==> config.mk <==
export PLATFORM = sky130hd
export DESIGN_NAME = fcfs_process_scheduler
export DESIGN_NICKNAME = d
export VERILOG_FILES = /design/src/hdl/fcfs_pkg.sv /design/src/hdl/fcfs_rdq.sv /design/src/hdl/fcfs_process_scheduler.sv
export SDC_FILE = /design/constraint.sdc
export NUM_CORES = 2
export LEC_CHECK = 0
export ABC_AREA = 1
export BUFFER_PORTS_ARGS = -buffer_cell sky130_fd_sc_hd__buf_2
export CAP_MARGIN = 20
export CORE_ASPECT_RATIO = 0.7
export CORE_MARGIN = 2
export CORE_UTILIZATION = 58
export CTS_CLUSTER_DIAMETER = 200
export CTS_CLUSTER_SIZE = 10
export DETAILED_ROUTE_END_ITERATION = 12
export MAX_ROUTING_LAYER = met4
export PLACE_DENSITY = 0.71
export SYNTH_ARGS = -nofsm -noshare
export SYNTH_HDL_FRONTEND = slang
export SYNTH_SLANG_ARGS = --single-unit
==> constraint.sdc <==
create_clock -name clk -period 16.79 [get_ports clk]
set_input_delay 1.679 -clock clk [delete_from_list [all_inputs] [get_ports clk]]
set_output_delay 1.679 -clock clk [all_outputs]
set_load 0.03 [all_outputs]
==> src/hdl/fcfs_pkg.sv <==
// Shared types and constants for the first-come-first-served scheduler.
`timescale 1ns / 1ps

package fcfs_pkg;

  localparam int ARRIVAL_W = 16;
  localparam int BURST_IN_W = 16;
  localparam int OUT_TIME_W = 32;
  localparam int PID_W = 5;

  localparam logic FUNC_LOAD = 1'b0;
  localparam logic FUNC_TICK = 1'b1;

  typedef struct packed {
    logic                  func;
    logic [ARRIVAL_W-1:0]  arrival;
    logic [BURST_IN_W-1:0] burst;
  } item_t;

  typedef struct packed {
    logic [OUT_TIME_W-1:0] tick_time;
    logic [PID_W-1:0]      running_pid;
    logic                  completed;
    logic [PID_W-1:0]      done_pid;
    logic [OUT_TIME_W-1:0] done_start;
    logic [OUT_TIME_W-1:0] done_finish;
    logic [OUT_TIME_W-1:0] done_turnaround;
    logic                  all_done;
  } result_t;

  typedef struct packed {
    logic empty;
    logic full;
  } rdq_stat_t;

  typedef enum logic [6:0] {
    S_IDLE   = 7'b0000001,
    S_SCAN   = 7'b0000010,
    S_POP_RD = 7'b0000100,
    S_POP    = 7'b0001000,
    S_RUN_RD = 7'b0010000,
    S_EXEC   = 7'b0100000,
    S_EMIT   = 7'b1000000
  } state_t;

endpackage

==> src/hdl/fcfs_rdq.sv <==
// Ready queue of process slots, circular buffer with registered head read.
`timescale 1ns / 1ps

module fcfs_rdq #(
  parameter int DEPTH = 16,
  localparam int SW = (DEPTH > 1) ? $clog2(DEPTH) : 1,
  localparam int FW = $clog2(DEPTH + 1)
) (
  input  logic               clk,
  input  logic               rst,
  input  logic               push,
  input  logic [SW-1:0]      push_slot,
  input  logic               pop,
  output logic [SW-1:0]      head_slot,
  output fcfs_pkg::rdq_stat_t stat
);

  logic [SW-1:0] mem [DEPTH];
  logic [SW-1:0] head;
  logic [SW-1:0] tail;
  logic [FW-1:0] fill;

  logic do_push;
  logic do_pop;

  assign stat.empty = (fill == '0);
  assign stat.full  = (fill == FW'(DEPTH));
  assign do_push = push && !stat.full;
  assign do_pop  = pop && !stat.empty;

  always_ff @(posedge clk) begin
    if (do_push) begin
      mem[tail] <= push_slot;
    end
    head_slot <= mem[head];
  end

  always_ff @(posedge clk) begin
    if (rst) begin
      head <= '0;
      tail <= '0;
      fill <= '0;
    end else begin
      if (do_push) begin
        tail <= (tail == SW'(DEPTH - 1)) ? '0 : tail + 1'b1;
      end
      if (do_pop) begin
        head <= (head == SW'(DEPTH - 1)) ? '0 : head + 1'b1;
      end
      case ({do_push, do_pop})
        2'b10:   fill <= fill + 1'b1;
        2'b01:   fill <= fill - 1'b1;
        default: fill <= fill;
      endcase
    end
  end

endmodule

==> src/hdl/fcfs_process_scheduler.sv <==
// Top level of the non-preemptive first-come-first-served process scheduler.
`timescale 1ns / 1ps

// A load item (func 0) is taken in the idle state and, while there is room and
// no tick has come, writes the process tables; it gives no result. A tick item
// (func 1) runs the scan and, when a process is dispatched or running, the pop
// and execute states: the arrival table sits in one memory with a single read port, and
// the sequencer walks it one entry a cycle to queue this tick's arrivals in
// index order, then pops the ready queue and updates the running process's
// remaining count. Each tick leaves exactly one result in the output
// register; while it waits there, the next tick is taken but stalls at emit.

module fcfs_process_scheduler #(
  parameter int MAX_PROCS   = 16,
  parameter int TIME_WIDTH  = 32,
  parameter int BURST_WIDTH = 16
) (
  input  logic                clk,
  input  logic                rst,
  input  logic                item_valid,
  output logic                item_ready,
  input  fcfs_pkg::item_t     item,
  output logic                result_valid,
  input  logic                result_ready,
  output fcfs_pkg::result_t   result
);

  localparam int IW = (MAX_PROCS > 1) ? $clog2(MAX_PROCS) : 1;
  localparam int CW = $clog2(MAX_PROCS + 1);
  localparam int OW = fcfs_pkg::OUT_TIME_W;
  localparam int AW = fcfs_pkg::ARRIVAL_W;

  fcfs_pkg::state_t state;

  // process tables
  logic [AW-1:0]          arrival_mem [MAX_PROCS];
  logic [BURST_WIDTH-1:0] remaining_mem [MAX_PROCS];
  logic [TIME_WIDTH-1:0]  start_mem [MAX_PROCS];
  logic [MAX_PROCS-1:0]   finished;

  logic [TIME_WIDTH-1:0]  current_time;
  logic [TIME_WIDTH-1:0]  time_inc;
  logic [CW-1:0]          process_count;
  logic [CW-1:0]          finished_count;
  logic                   ticking_started;
  logic                   busy;
  logic [IW-1:0]          running_slot;

  logic [CW-1:0]          scan_idx;
  logic                   cmp_valid;
  logic [IW-1:0]          cmp_idx;

  logic [AW-1:0]          arr_q;
  logic [BURST_WIDTH-1:0] rem_q;
  logic [TIME_WIDTH-1:0]  start_q;
  logic [IW-1:0]          arr_addr;

  fcfs_pkg::result_t      res;
  fcfs_pkg::result_t      res_out;

  logic                   rdq_push;
  logic                   rdq_pop;
  logic [IW-1:0]          rdq_head;
  fcfs_pkg::rdq_stat_t    rdq_stat;

  logic                   accept;
  logic                   is_load;
  logic                   load_ok;
  logic [31:0]            burst32;
  logic [BURST_WIDTH-1:0] burst_m;
  logic [BURST_WIDTH-1:0] burst_eff;
  logic                   arrives_now;

  logic [BURST_WIDTH-1:0] rem_dec;
  logic                   rem_done;
  logic [TIME_WIDTH-1:0]  turnaround;
  logic [63:0]            now64;
  logic [63:0]            fin64;
  logic [63:0]            start64;
  logic [63:0]            turn64;
  logic [8:0]             pid_full;

  assign item_ready = (state == fcfs_pkg::S_IDLE);
  assign accept     = item_valid && item_ready;
  assign is_load    = (item.func == fcfs_pkg::FUNC_LOAD);
  assign load_ok    = !ticking_started && (process_count < CW'(MAX_PROCS));

  // burst is cut to BURST_WIDTH bits, and zero then counts as one
  assign burst32   = 32'(item.burst);
  assign burst_m   = burst32[BURST_WIDTH-1:0];
  assign burst_eff = (burst_m == '0) ? BURST_WIDTH'(1) : burst_m;

  assign arrives_now = (TIME_WIDTH'(arr_q) == current_time) && !finished[cmp_idx] &&
                       !(busy && (running_slot == cmp_idx));

  assign rdq_push = (state == fcfs_pkg::S_SCAN) && cmp_valid && arrives_now;
  assign rdq_pop  = (state == fcfs_pkg::S_POP);

  assign arr_addr = (state == fcfs_pkg::S_SCAN) ? scan_idx[IW-1:0] : running_slot;

  assign rem_dec    = (rem_q != '0) ? rem_q - 1'b1 : rem_q;
  assign rem_done   = (rem_dec == '0);
  assign turnaround = time_inc - TIME_WIDTH'(arr_q);
  assign now64      = 64'(current_time);
  assign fin64      = 64'(time_inc);
  assign start64    = 64'(start_q);
  assign turn64     = 64'(turnaround);
  assign pid_full   = 9'(running_slot) + 9'd1;

  always_comb begin
    res_out          = res;
    res_out.all_done = (finished_count == process_count);
  end

  fcfs_rdq #(
    .DEPTH(MAX_PROCS)
  ) u_rdq (
    .clk      (clk),
    .rst      (rst),
    .push     (rdq_push),
    .push_slot(cmp_idx),
    .pop      (rdq_pop),
    .head_slot(rdq_head),
    .stat     (rdq_stat)
  );

  // table memories
  always_ff @(posedge clk) begin
    if (accept && is_load && load_ok) begin
      arrival_mem[process_count[IW-1:0]] <= item.arrival;
    end
    arr_q <= arrival_mem[arr_addr];
  end

  always_ff @(posedge clk) begin
    if (accept && is_load && load_ok) begin
      remaining_mem[process_count[IW-1:0]] <= burst_eff;
    end else if (state == fcfs_pkg::S_EXEC) begin
      remaining_mem[running_slot] <= rem_dec;
    end
    rem_q <= remaining_mem[running_slot];
  end

  always_ff @(posedge clk) begin
    if (state == fcfs_pkg::S_POP) begin
      start_mem[rdq_head] <= current_time;
    end
    start_q <= start_mem[running_slot];
  end

  // sequencer
  always_ff @(posedge clk) begin
    if (rst) begin
      state           <= fcfs_pkg::S_IDLE;
      current_time    <= '0;
      process_count   <= '0;
      finished_count  <= '0;
      ticking_started <= 1'b0;
      busy            <= 1'b0;
      running_slot    <= '0;
      finished        <= '0;
      scan_idx        <= '0;
      cmp_valid       <= 1'b0;
      result_valid    <= 1'b0;
    end else begin
      if (result_valid && result_ready && (state != fcfs_pkg::S_EMIT)) begin
        result_valid <= 1'b0;
      end

      case (state)
        fcfs_pkg::S_IDLE: begin
          if (accept) begin
            if (is_load) begin
              if (load_ok) begin
                finished[process_count[IW-1:0]] <= 1'b0;
                process_count <= process_count + 1'b1;
              end
            end else begin
              ticking_started     <= 1'b1;
              time_inc            <= current_time + 1'b1;
              scan_idx            <= '0;
              cmp_valid           <= 1'b0;
              res.tick_time       <= now64[OW-1:0];
              res.running_pid     <= '0;
              res.completed       <= 1'b0;
              res.done_pid        <= '0;
              res.done_start      <= '0;
              res.done_finish     <= '0;
              res.done_turnaround <= '0;
              res.all_done        <= 1'b0;
              state               <= fcfs_pkg::S_SCAN;
            end
          end
        end

        fcfs_pkg::S_SCAN: begin
          // address issued this cycle is compared in the next one
          if (scan_idx != process_count) begin
            cmp_idx   <= scan_idx[IW-1:0];
            cmp_valid <= 1'b1;
            scan_idx  <= scan_idx + 1'b1;
          end else begin
            cmp_valid <= 1'b0;
            if (!busy && (!rdq_stat.empty || rdq_push)) begin
              state <= fcfs_pkg::S_POP_RD;
            end else if (busy) begin
              state <= fcfs_pkg::S_RUN_RD;
            end else begin
              state <= fcfs_pkg::S_EMIT;
            end
          end
        end

        fcfs_pkg::S_POP_RD: begin
          state <= fcfs_pkg::S_POP;
        end

        fcfs_pkg::S_POP: begin
          running_slot <= rdq_head;
          busy         <= 1'b1;
          state        <= fcfs_pkg::S_RUN_RD;
        end

        fcfs_pkg::S_RUN_RD: begin
          state <= fcfs_pkg::S_EXEC;
        end

        fcfs_pkg::S_EXEC: begin
          res.running_pid <= pid_full[fcfs_pkg::PID_W-1:0];
          if (rem_done) begin
            finished[running_slot] <= 1'b1;
            finished_count         <= finished_count + 1'b1;
            busy                   <= 1'b0;
            res.completed          <= 1'b1;
            res.done_pid           <= pid_full[fcfs_pkg::PID_W-1:0];
            res.done_start         <= start64[OW-1:0];
            res.done_finish        <= fin64[OW-1:0];
            res.done_turnaround    <= turn64[OW-1:0];
          end
          state <= fcfs_pkg::S_EMIT;
        end

        fcfs_pkg::S_EMIT: begin
          if (!result_valid || result_ready) begin
            result       <= res_out;
            result_valid <= 1'b1;
            current_time <= time_inc;
            state        <= fcfs_pkg::S_IDLE;
          end
        end

        default: begin
          state <= fcfs_pkg::S_IDLE;
        end
      endcase
    end
  end

endmodule

### After elaboration in Yosys (flattened, before gate mapping)

Memory sizes are Yosys's and may differ from the RTL's. A register that Yosys moved wholly into a read port is not among the register bits.
Cells that the tools add are included.

| word-level totals | value |
|---|---|
| register bits after elaboration | 406 |
| output and inout bits | 142 |
| input bits | 37 |
| RAM bits | 1088 |
| memories | 4 |
| word-level logic and storage cells | 183 |

| operators by class | value |
|---|---|
| $lt $le $gt $ge | 6 |
| add/sub/neg operators | 11 |
| bitwise logic cells | 5 |
| equality and inequality tests | 25 |
| muxes and demuxes | 53 |
| reductions and logical operators | 48 |

Memories:

| memory | words | bits a word | read ports | clocked after Yosys merged registers in | wr ports | RTL line | RTL |
|---|---|---|---|---|---|---|---|
| start_mem | 16 | 32 | 1 | 1 | 1 | fcfs_process_scheduler.sv:38 | `logic [TIME_WIDTH-1:0] start_mem [MAX_PROCS];` |
| arrival_mem | 16 | 16 | 1 | 1 | 1 | fcfs_process_scheduler.sv:36 | `logic [AW-1:0] arrival_mem [MAX_PROCS];` |
| remaining_mem | 16 | 16 | 1 | 1 | 1 | fcfs_process_scheduler.sv:37 | `logic [BURST_WIDTH-1:0] remaining_mem [MAX_PROCS];` |
| u_rdq.mem | 16 | 4 | 1 | 1 | 1 | fcfs_rdq.sv:18 | `logic [SW-1:0] mem [DEPTH];` |

Operators by type and width:

| kind | count |
|---|---|
| two-way mux 108 bit | 2 |
| one-hot mux 107 bit (2 select lines) | 1 |
| two-way mux 16 bit | 7 |
| two-way mux 102 bit | 1 |
| one-hot mux 7 bit (7 select lines) | 1 |
| two-way mux 7 bit | 6 |
| adder 32 x 1 -> 32 bit, second input constant | 1 |
| equality test 16 x 32 -> 1 bit | 1 |
| logical NOT 16 bit | 2 |
| one-hot mux 16 bit (2 select lines) | 1 |
| subtractor 32 x 16 -> 32 bit | 1 |
| adder 5 x 1 -> 5 bit, second input constant | 4 |
| two-way mux 1 bit | 20 |
| one-hot mux 5 bit (2 select lines) | 2 |
| AND reduction 4 bit | 5 |
| bitwise AND 16 bit | 1 |
| logical AND 1 bit | 16 |
| two-way mux 4 bit | 4 |
| inverter 16 bit | 1 |
| bitwise OR 16 bit | 1 |
| nonzero test 16 bit | 1 |
| OR reduction 16 bit | 1 |
| subtractor 16 x 1 -> 16 bit, second input constant | 1 |
| < comparator 4 x 5 -> 1 bit, second input constant | 3 |
| 34 further kinds | 64 |

### Logic depth before layout (Yosys ltp)

| depth | value |
|---|---|
| depth in word-level cells | 11 |
| mapped depth | 21 |

### Cells and area by module

Synthesis repeated with hierarchy kept, for this count alone.

| unflattened totals | value |
|---|---|
| cell total of the unflattened synthesis | 5080 |
| area total of the unflattened synthesis | 61790.5 µm² |

Modules (own cells, without submodules):

| module | sequential area each (µm²) | cells an instance | instances | area an instance (µm²) |
|---|---|---|---|---|
| fcfs_process_scheduler | 43051.3 | 4668 | 1 | 58043.2 |
| fcfs_rdq | 2262.2 | 412 | 1 | 3747.3 |

### Worst setup path before layout

OpenSTA, ideal clock, no wires.

| timing path | value |
|---|---|
| kind | in2reg |
| start point | input rst |
| end point | register result[0] (netlist bit) (enable) |
| required time | 15.978 ns |
| slack | 4.404 ns |
| stages | 3 |
| path buffers | 2 |
| data arrival time | 11.574 ns |
| cells stage by stage | clkbuf_1 > clkbuf_1 > nor3_1 |

| between the ends | value |
|---|---|
| longest elaborated chain between the ends | 2 |

Ends and longest elaborated chain:

| what | RTL line | RTL |
|---|---|---|
| start, declared | fcfs_process_scheduler.sv:19 | `input logic rst,` |
| inverter 1 bit (no source line) | - |  |
| AND reduction 3 bit (no source line) | - |  |
| end signal, assigned | fcfs_process_scheduler.sv:245 | `result <= res_out;` |
| end, declared | fcfs_process_scheduler.sv:25 | `output fcfs_pkg::result_t result` |

Every way passes these cells.
A chain may end at the register's enable or synchronous reset.

### Worst setup path in the final report

| timing path | value |
|---|---|
| start point | register running_slot[0] |
| end point | register u_rdq.fill[4] |

| between the ends | value |
|---|---|
| longest elaborated chain between the ends | 8 |
| elaborated cells on any way between the ends | 10 |
| classes of those cells | 3 x eq/ne; 1 x mux; 6 x reduce/logical |

Ends and longest elaborated chain:

| what | RTL line | RTL |
|---|---|---|
| start, declared | fcfs_process_scheduler.sv:47 | `logic [IW-1:0] running_slot;` |
| start signal, assigned | fcfs_process_scheduler.sv:219 | `running_slot <= rdq_head;` |
| equality test 4 bit * | fcfs_process_scheduler.sv:94 | `!(busy && (running_slot == cmp_idx));` |
| logical AND 1 bit * | fcfs_process_scheduler.sv:94 |  |
| logical NOT 1 bit * | fcfs_process_scheduler.sv:94 |  |
| logical AND 1 bit * | fcfs_process_scheduler.sv:93 | `assign arrives_now = (TIME_WIDTH'(arr_q) == current_time) && !finished[cmp_idx] &&` |
| logical AND 1 bit * | fcfs_process_scheduler.sv:96 | `assign rdq_push = (state == fcfs_pkg::S_SCAN) && cmp_valid && arrives_now;` |
| logical AND 1 bit * | fcfs_rdq.sv:28 | `assign do_push = push && !stat.full;` |
| equality test 2 x 1 -> 1 bit or equality test 2 bit (tied branches) | fcfs_rdq.sv:50 | `case ({do_push, do_pop})` |
| one-hot mux 5 bit (2 select lines) or nonzero test 2 bit (tied branches) | - |  |
| end signal, assigned | fcfs_rdq.sv:51 | `2'b10: fill <= fill + 1'b1;` |
| end signal, assigned | fcfs_rdq.sv:52 | `2'b01: fill <= fill - 1'b1;` |
| end signal, assigned | fcfs_rdq.sv:53 | `default: fill <= fill;` |
| end, declared | fcfs_rdq.sv:21 | `logic [FW-1:0] fill;` |

Every way passes the cells marked *; elsewhere a longest branch is shown, timed or not.

==> flow_metrics.env <==
export IMPL_syn_nets=4925
export IMPL_nFillCells=7451
export IMPL_finClkSkew_ns=0.0282
export IMPL_tns_ns=0
export IMPL_slew_viol_final=0
export IMPL_area_growth_pct=12.8
export IMPL_grt_util_all_layers_pct=28.8
export IMPL_grt_pass1_wl_um=225000
export IMPL_fin_total_pwr_mw=7.84
export IMPL_clock_fmax_mhz=210
export IMPL_chipHeight_um=275
export IMPL_grt_antenna_before_repair=3
export IMPL_dp_hpwl_um=84600
export IMPL_wl_um=152000
export IMPL_grt_pass1_vias=37300
export IMPL_overflow=0
export IMPL_syn_cell_area_um2=60900
export IMPL_vias_per_cell=6.03
export IMPL_max_slew_margin_rel_pct=24.0
export IMPL_ctsResizeCount=0
export IMPL_cp_common_cell="a21oi_1"
export IMPL_p_leak_nw=24.2
export IMPL_ys_seq_elements=1562
export IMPL_synth_edff_count=1403
export IMPL_max_stage_delay_ns=0.92
export IMPL_drt_first_pass_iters=6
export IMPL_final_common_cell="edfxtp_1"
export IMPL_io_pins=179
export IMPL_die_w_um=391
export IMPL_route_vias_total=39800
export IMPL_synthArstFlopShare_pct=0
export IMPL_insertion_delay_ns=0.78
export IMPL_hold_viol=0
export IMPL_cp_slowest_cell="dfxtp_4"
export IMPL_yosys_area_top_type="edfxtp_1"
export IMPL_drv_cap=0
export IMPL_cp_max_fo=109
export IMPL_dieArea_um2=108000
export IMPL_syn_inst=4849
export IMPL_ys_flop_type="edfxtp_1"
export IMPL_drc=0
export IMPL_num_rows=99
export IMPL_setup_viol=0
export IMPL_drtIter0Drc=5059
export IMPL_power_density_nw_per_um2=114
export IMPL_ant_nets=0
export IMPL_cts_buffer_depth=3
export IMPL_seq_area_frac_synth_pct=74.4
export IMPL_grt_max_degree=248
export IMPL_synth_area_leaders="edfxtp_1 (69%), o21ai_0 (5.4%), dfxtp_1 (5.2%)"
export IMPL_clk_pin_slew_ns=0.06
export IMPL_hold_path_class="register to register"
export IMPL_initial_core_util_pct=58.5
export IMPL_ir_drop_uv=99.4
export IMPL_status="finished, final reports clean"
export IMPL_cts_htree_levels=4
export IMPL_cts_inserted_buffers=174
export IMPL_ys_warn_count=0
export IMPL_cp_num_buf_inv=2
export IMPL_post_synth_num_cell_types=53
export IMPL_core_um2=104000
export IMPL_cp_required_ns=17.45
export IMPL_post_cts_buffers=0
export IMPL_drive_above_1_share_pct=10.6
export IMPL_cts_root_buf="clkbuf_16"
export IMPL_path_delay_family="simple AND/OR/NAND/NOR gates"
export IMPL_final_min_clock_period_ns=4.76
export IMPL_fin_crit_sh_pct=28.3
export IMPL_path_class="register to register"
export IMPL_layout_nets=5134
export IMPL_worstMarginPinSlew_ns=1.14
export IMPL_final_cell_mix="edfxtp_1 (1,403), nor2_1 (820), o21ai_0 (651)"
export IMPL_worstPathArrival_ns=5.42
export IMPL_cp_start_kind="register"
export IMPL_grt_setup_unrepaired="no"
export IMPL_synth_top_area_share_pct=69.2
export IMPL_syn_avg_cell_area_um2=12.6
export IMPL_holdBufCountCts=0
export IMPL_clkSinkCount=1562
export IMPL_gp_congestion=0.906
export IMPL_cts_tree="yes"
export IMPL_crit_chain="inv_8 > o22ai_1 > nor2_1 > nand4_1 > nand3_1 > nor2_1 > nand3b_1 > ha_1 > xor2_1 > ha_1 > a21o_1 > nand2_1 > nand2_1 > a21oi_1 > inv_1 > o21ai_0 > a21oi_1 > o21ai_0 > a21oi_1"
export IMPL_detail_route_wl_per_cell_um=23.0
export IMPL_portBuffers=178
export IMPL_worstSetupEndpointType="register"
synthesized netlist by cell type (all sizes together), types with 3 or more instances:
cell type / number
a211oi: 6
a21o: 3
a21oi: 116
buf: 29
clkbuf: 219
dfxtp: 159
edfxtp: 1403
ha: 38
inv: 247
mux2i: 7
nand2: 501
nand3: 111
nand3b: 4
nand4: 69
nor2: 857
nor3: 27
nor3b: 3
nor4: 14
o211ai: 7
o21a: 10
o21ai: 673
o221ai: 52
o22ai: 218
o32ai: 9
xnor2: 6
xor2: 44
final timing paths:
kind / slack, ns / end / cells after the start / start
worst max-delay path: 12.03 / u_rdq.fill[4] / 19 / running_slot[0]
worst min register to register: 0.41 / result[19] / 0 / res[19]
worst min-delay path: 0.41 / result[19] / 0 / res[19]
worst max register to register: 12.03 / u_rdq.fill[4] / 19 / running_slot[0]
cell type report:
| class | count | area (µm²) | area share, % |
|---|---|---|---|
| clock buffer | 286 | 4900 | 7.13 |
| antenna | 4 | 10.0 | 0.0146 |
| sequential | 1562 | 45300 | 66.0 |
| clock inverter | 9 | 169 | 0.246 |
| tap | 1414 | 1770 | 2.57 |
| inverter | 249 | 947 | 1.38 |
| timing repair buffer | 281 | 1710 | 2.49 |
| multi-input combinational | 2790 | 13900 | 20.2 |
cell families (layout without fill, tap and decap cells):
kind of cell	after synthesis	in the layout	synth area share, %
XOR/XNOR	50	50	0.719
flip-flops	1562	1562	74.4
other	0	4	0
adder cells (fa/ha/maj)	39	39	0.814
buffers and inverters	497	825	3.14
AO/OA/AOI/OAI	1104	1104	10.1
multiplexers	7	7	0.115
AND/OR/NAND/NOR	1590	1590	10.7
per-layer routing:
metal  track usage [%]  vias to the layer above  share of wire (%)
met2              40.9                     2344                 44
met4              8.50                        0                2.4
met5                 -                        -                  0
met1              41.2                    19200                 41
met3              7.57                      283                 12
li1                  -                    17900                  -
registers in the layout (all words and copies together), names as in the netlist, 4 cells and up:
name and cells:
u_rdq.head_slot 4, finished 16, process_count 5, cmp_idx 4, u_rdq.mem 64, scan_idx 5
remaining_mem 256, res 139, time_inc 32, start_mem 512, u_rdq.fill 5, rem_q 16
arrival_mem 256, state 7, running_slot 4, arr_q 16, u_rdq.head 4, current_time 32
u_rdq.tail 4, start_q 32, result 140, finished_count 5
power breakdown:
| part | total (mW) | switching, mW | internal (mW) |
|---|---|---|---|
| Sequential | 4.26 | 0.0168 | 4.24 |
| Clock | 3.43 | 1.45 | 1.98 |
| Combinational | 0.149 | 0.114 | 0.0354 |
through the flow:
| step | cells | hold WS (ns) | setup slack (ns) | cell area, µm² | util, % |
|---|---|---|---|---|---|
| 2_1_floorplan | 4849 | 0.400 | 4.40 | 60900 | - |
| 3_3_place_gp | 6286 | 0.402 | 12.18 | 63500 | 61.0 |
| 3_5_place_dp | 6288 | 0.405 | 12.12 | 63500 | 61.0 |
| 4_1_cts | 6583 | 0.416 | 12.12 | 68600 | 65.9 |
| 5_1_grt | 6593 | 0.421 | 11.73 | 68700 | 66.0 |
| 6_report | 6595 | 0.413 | 12.03 | 68700 | 66.0 |
Power figures use the tool's default switching activity.
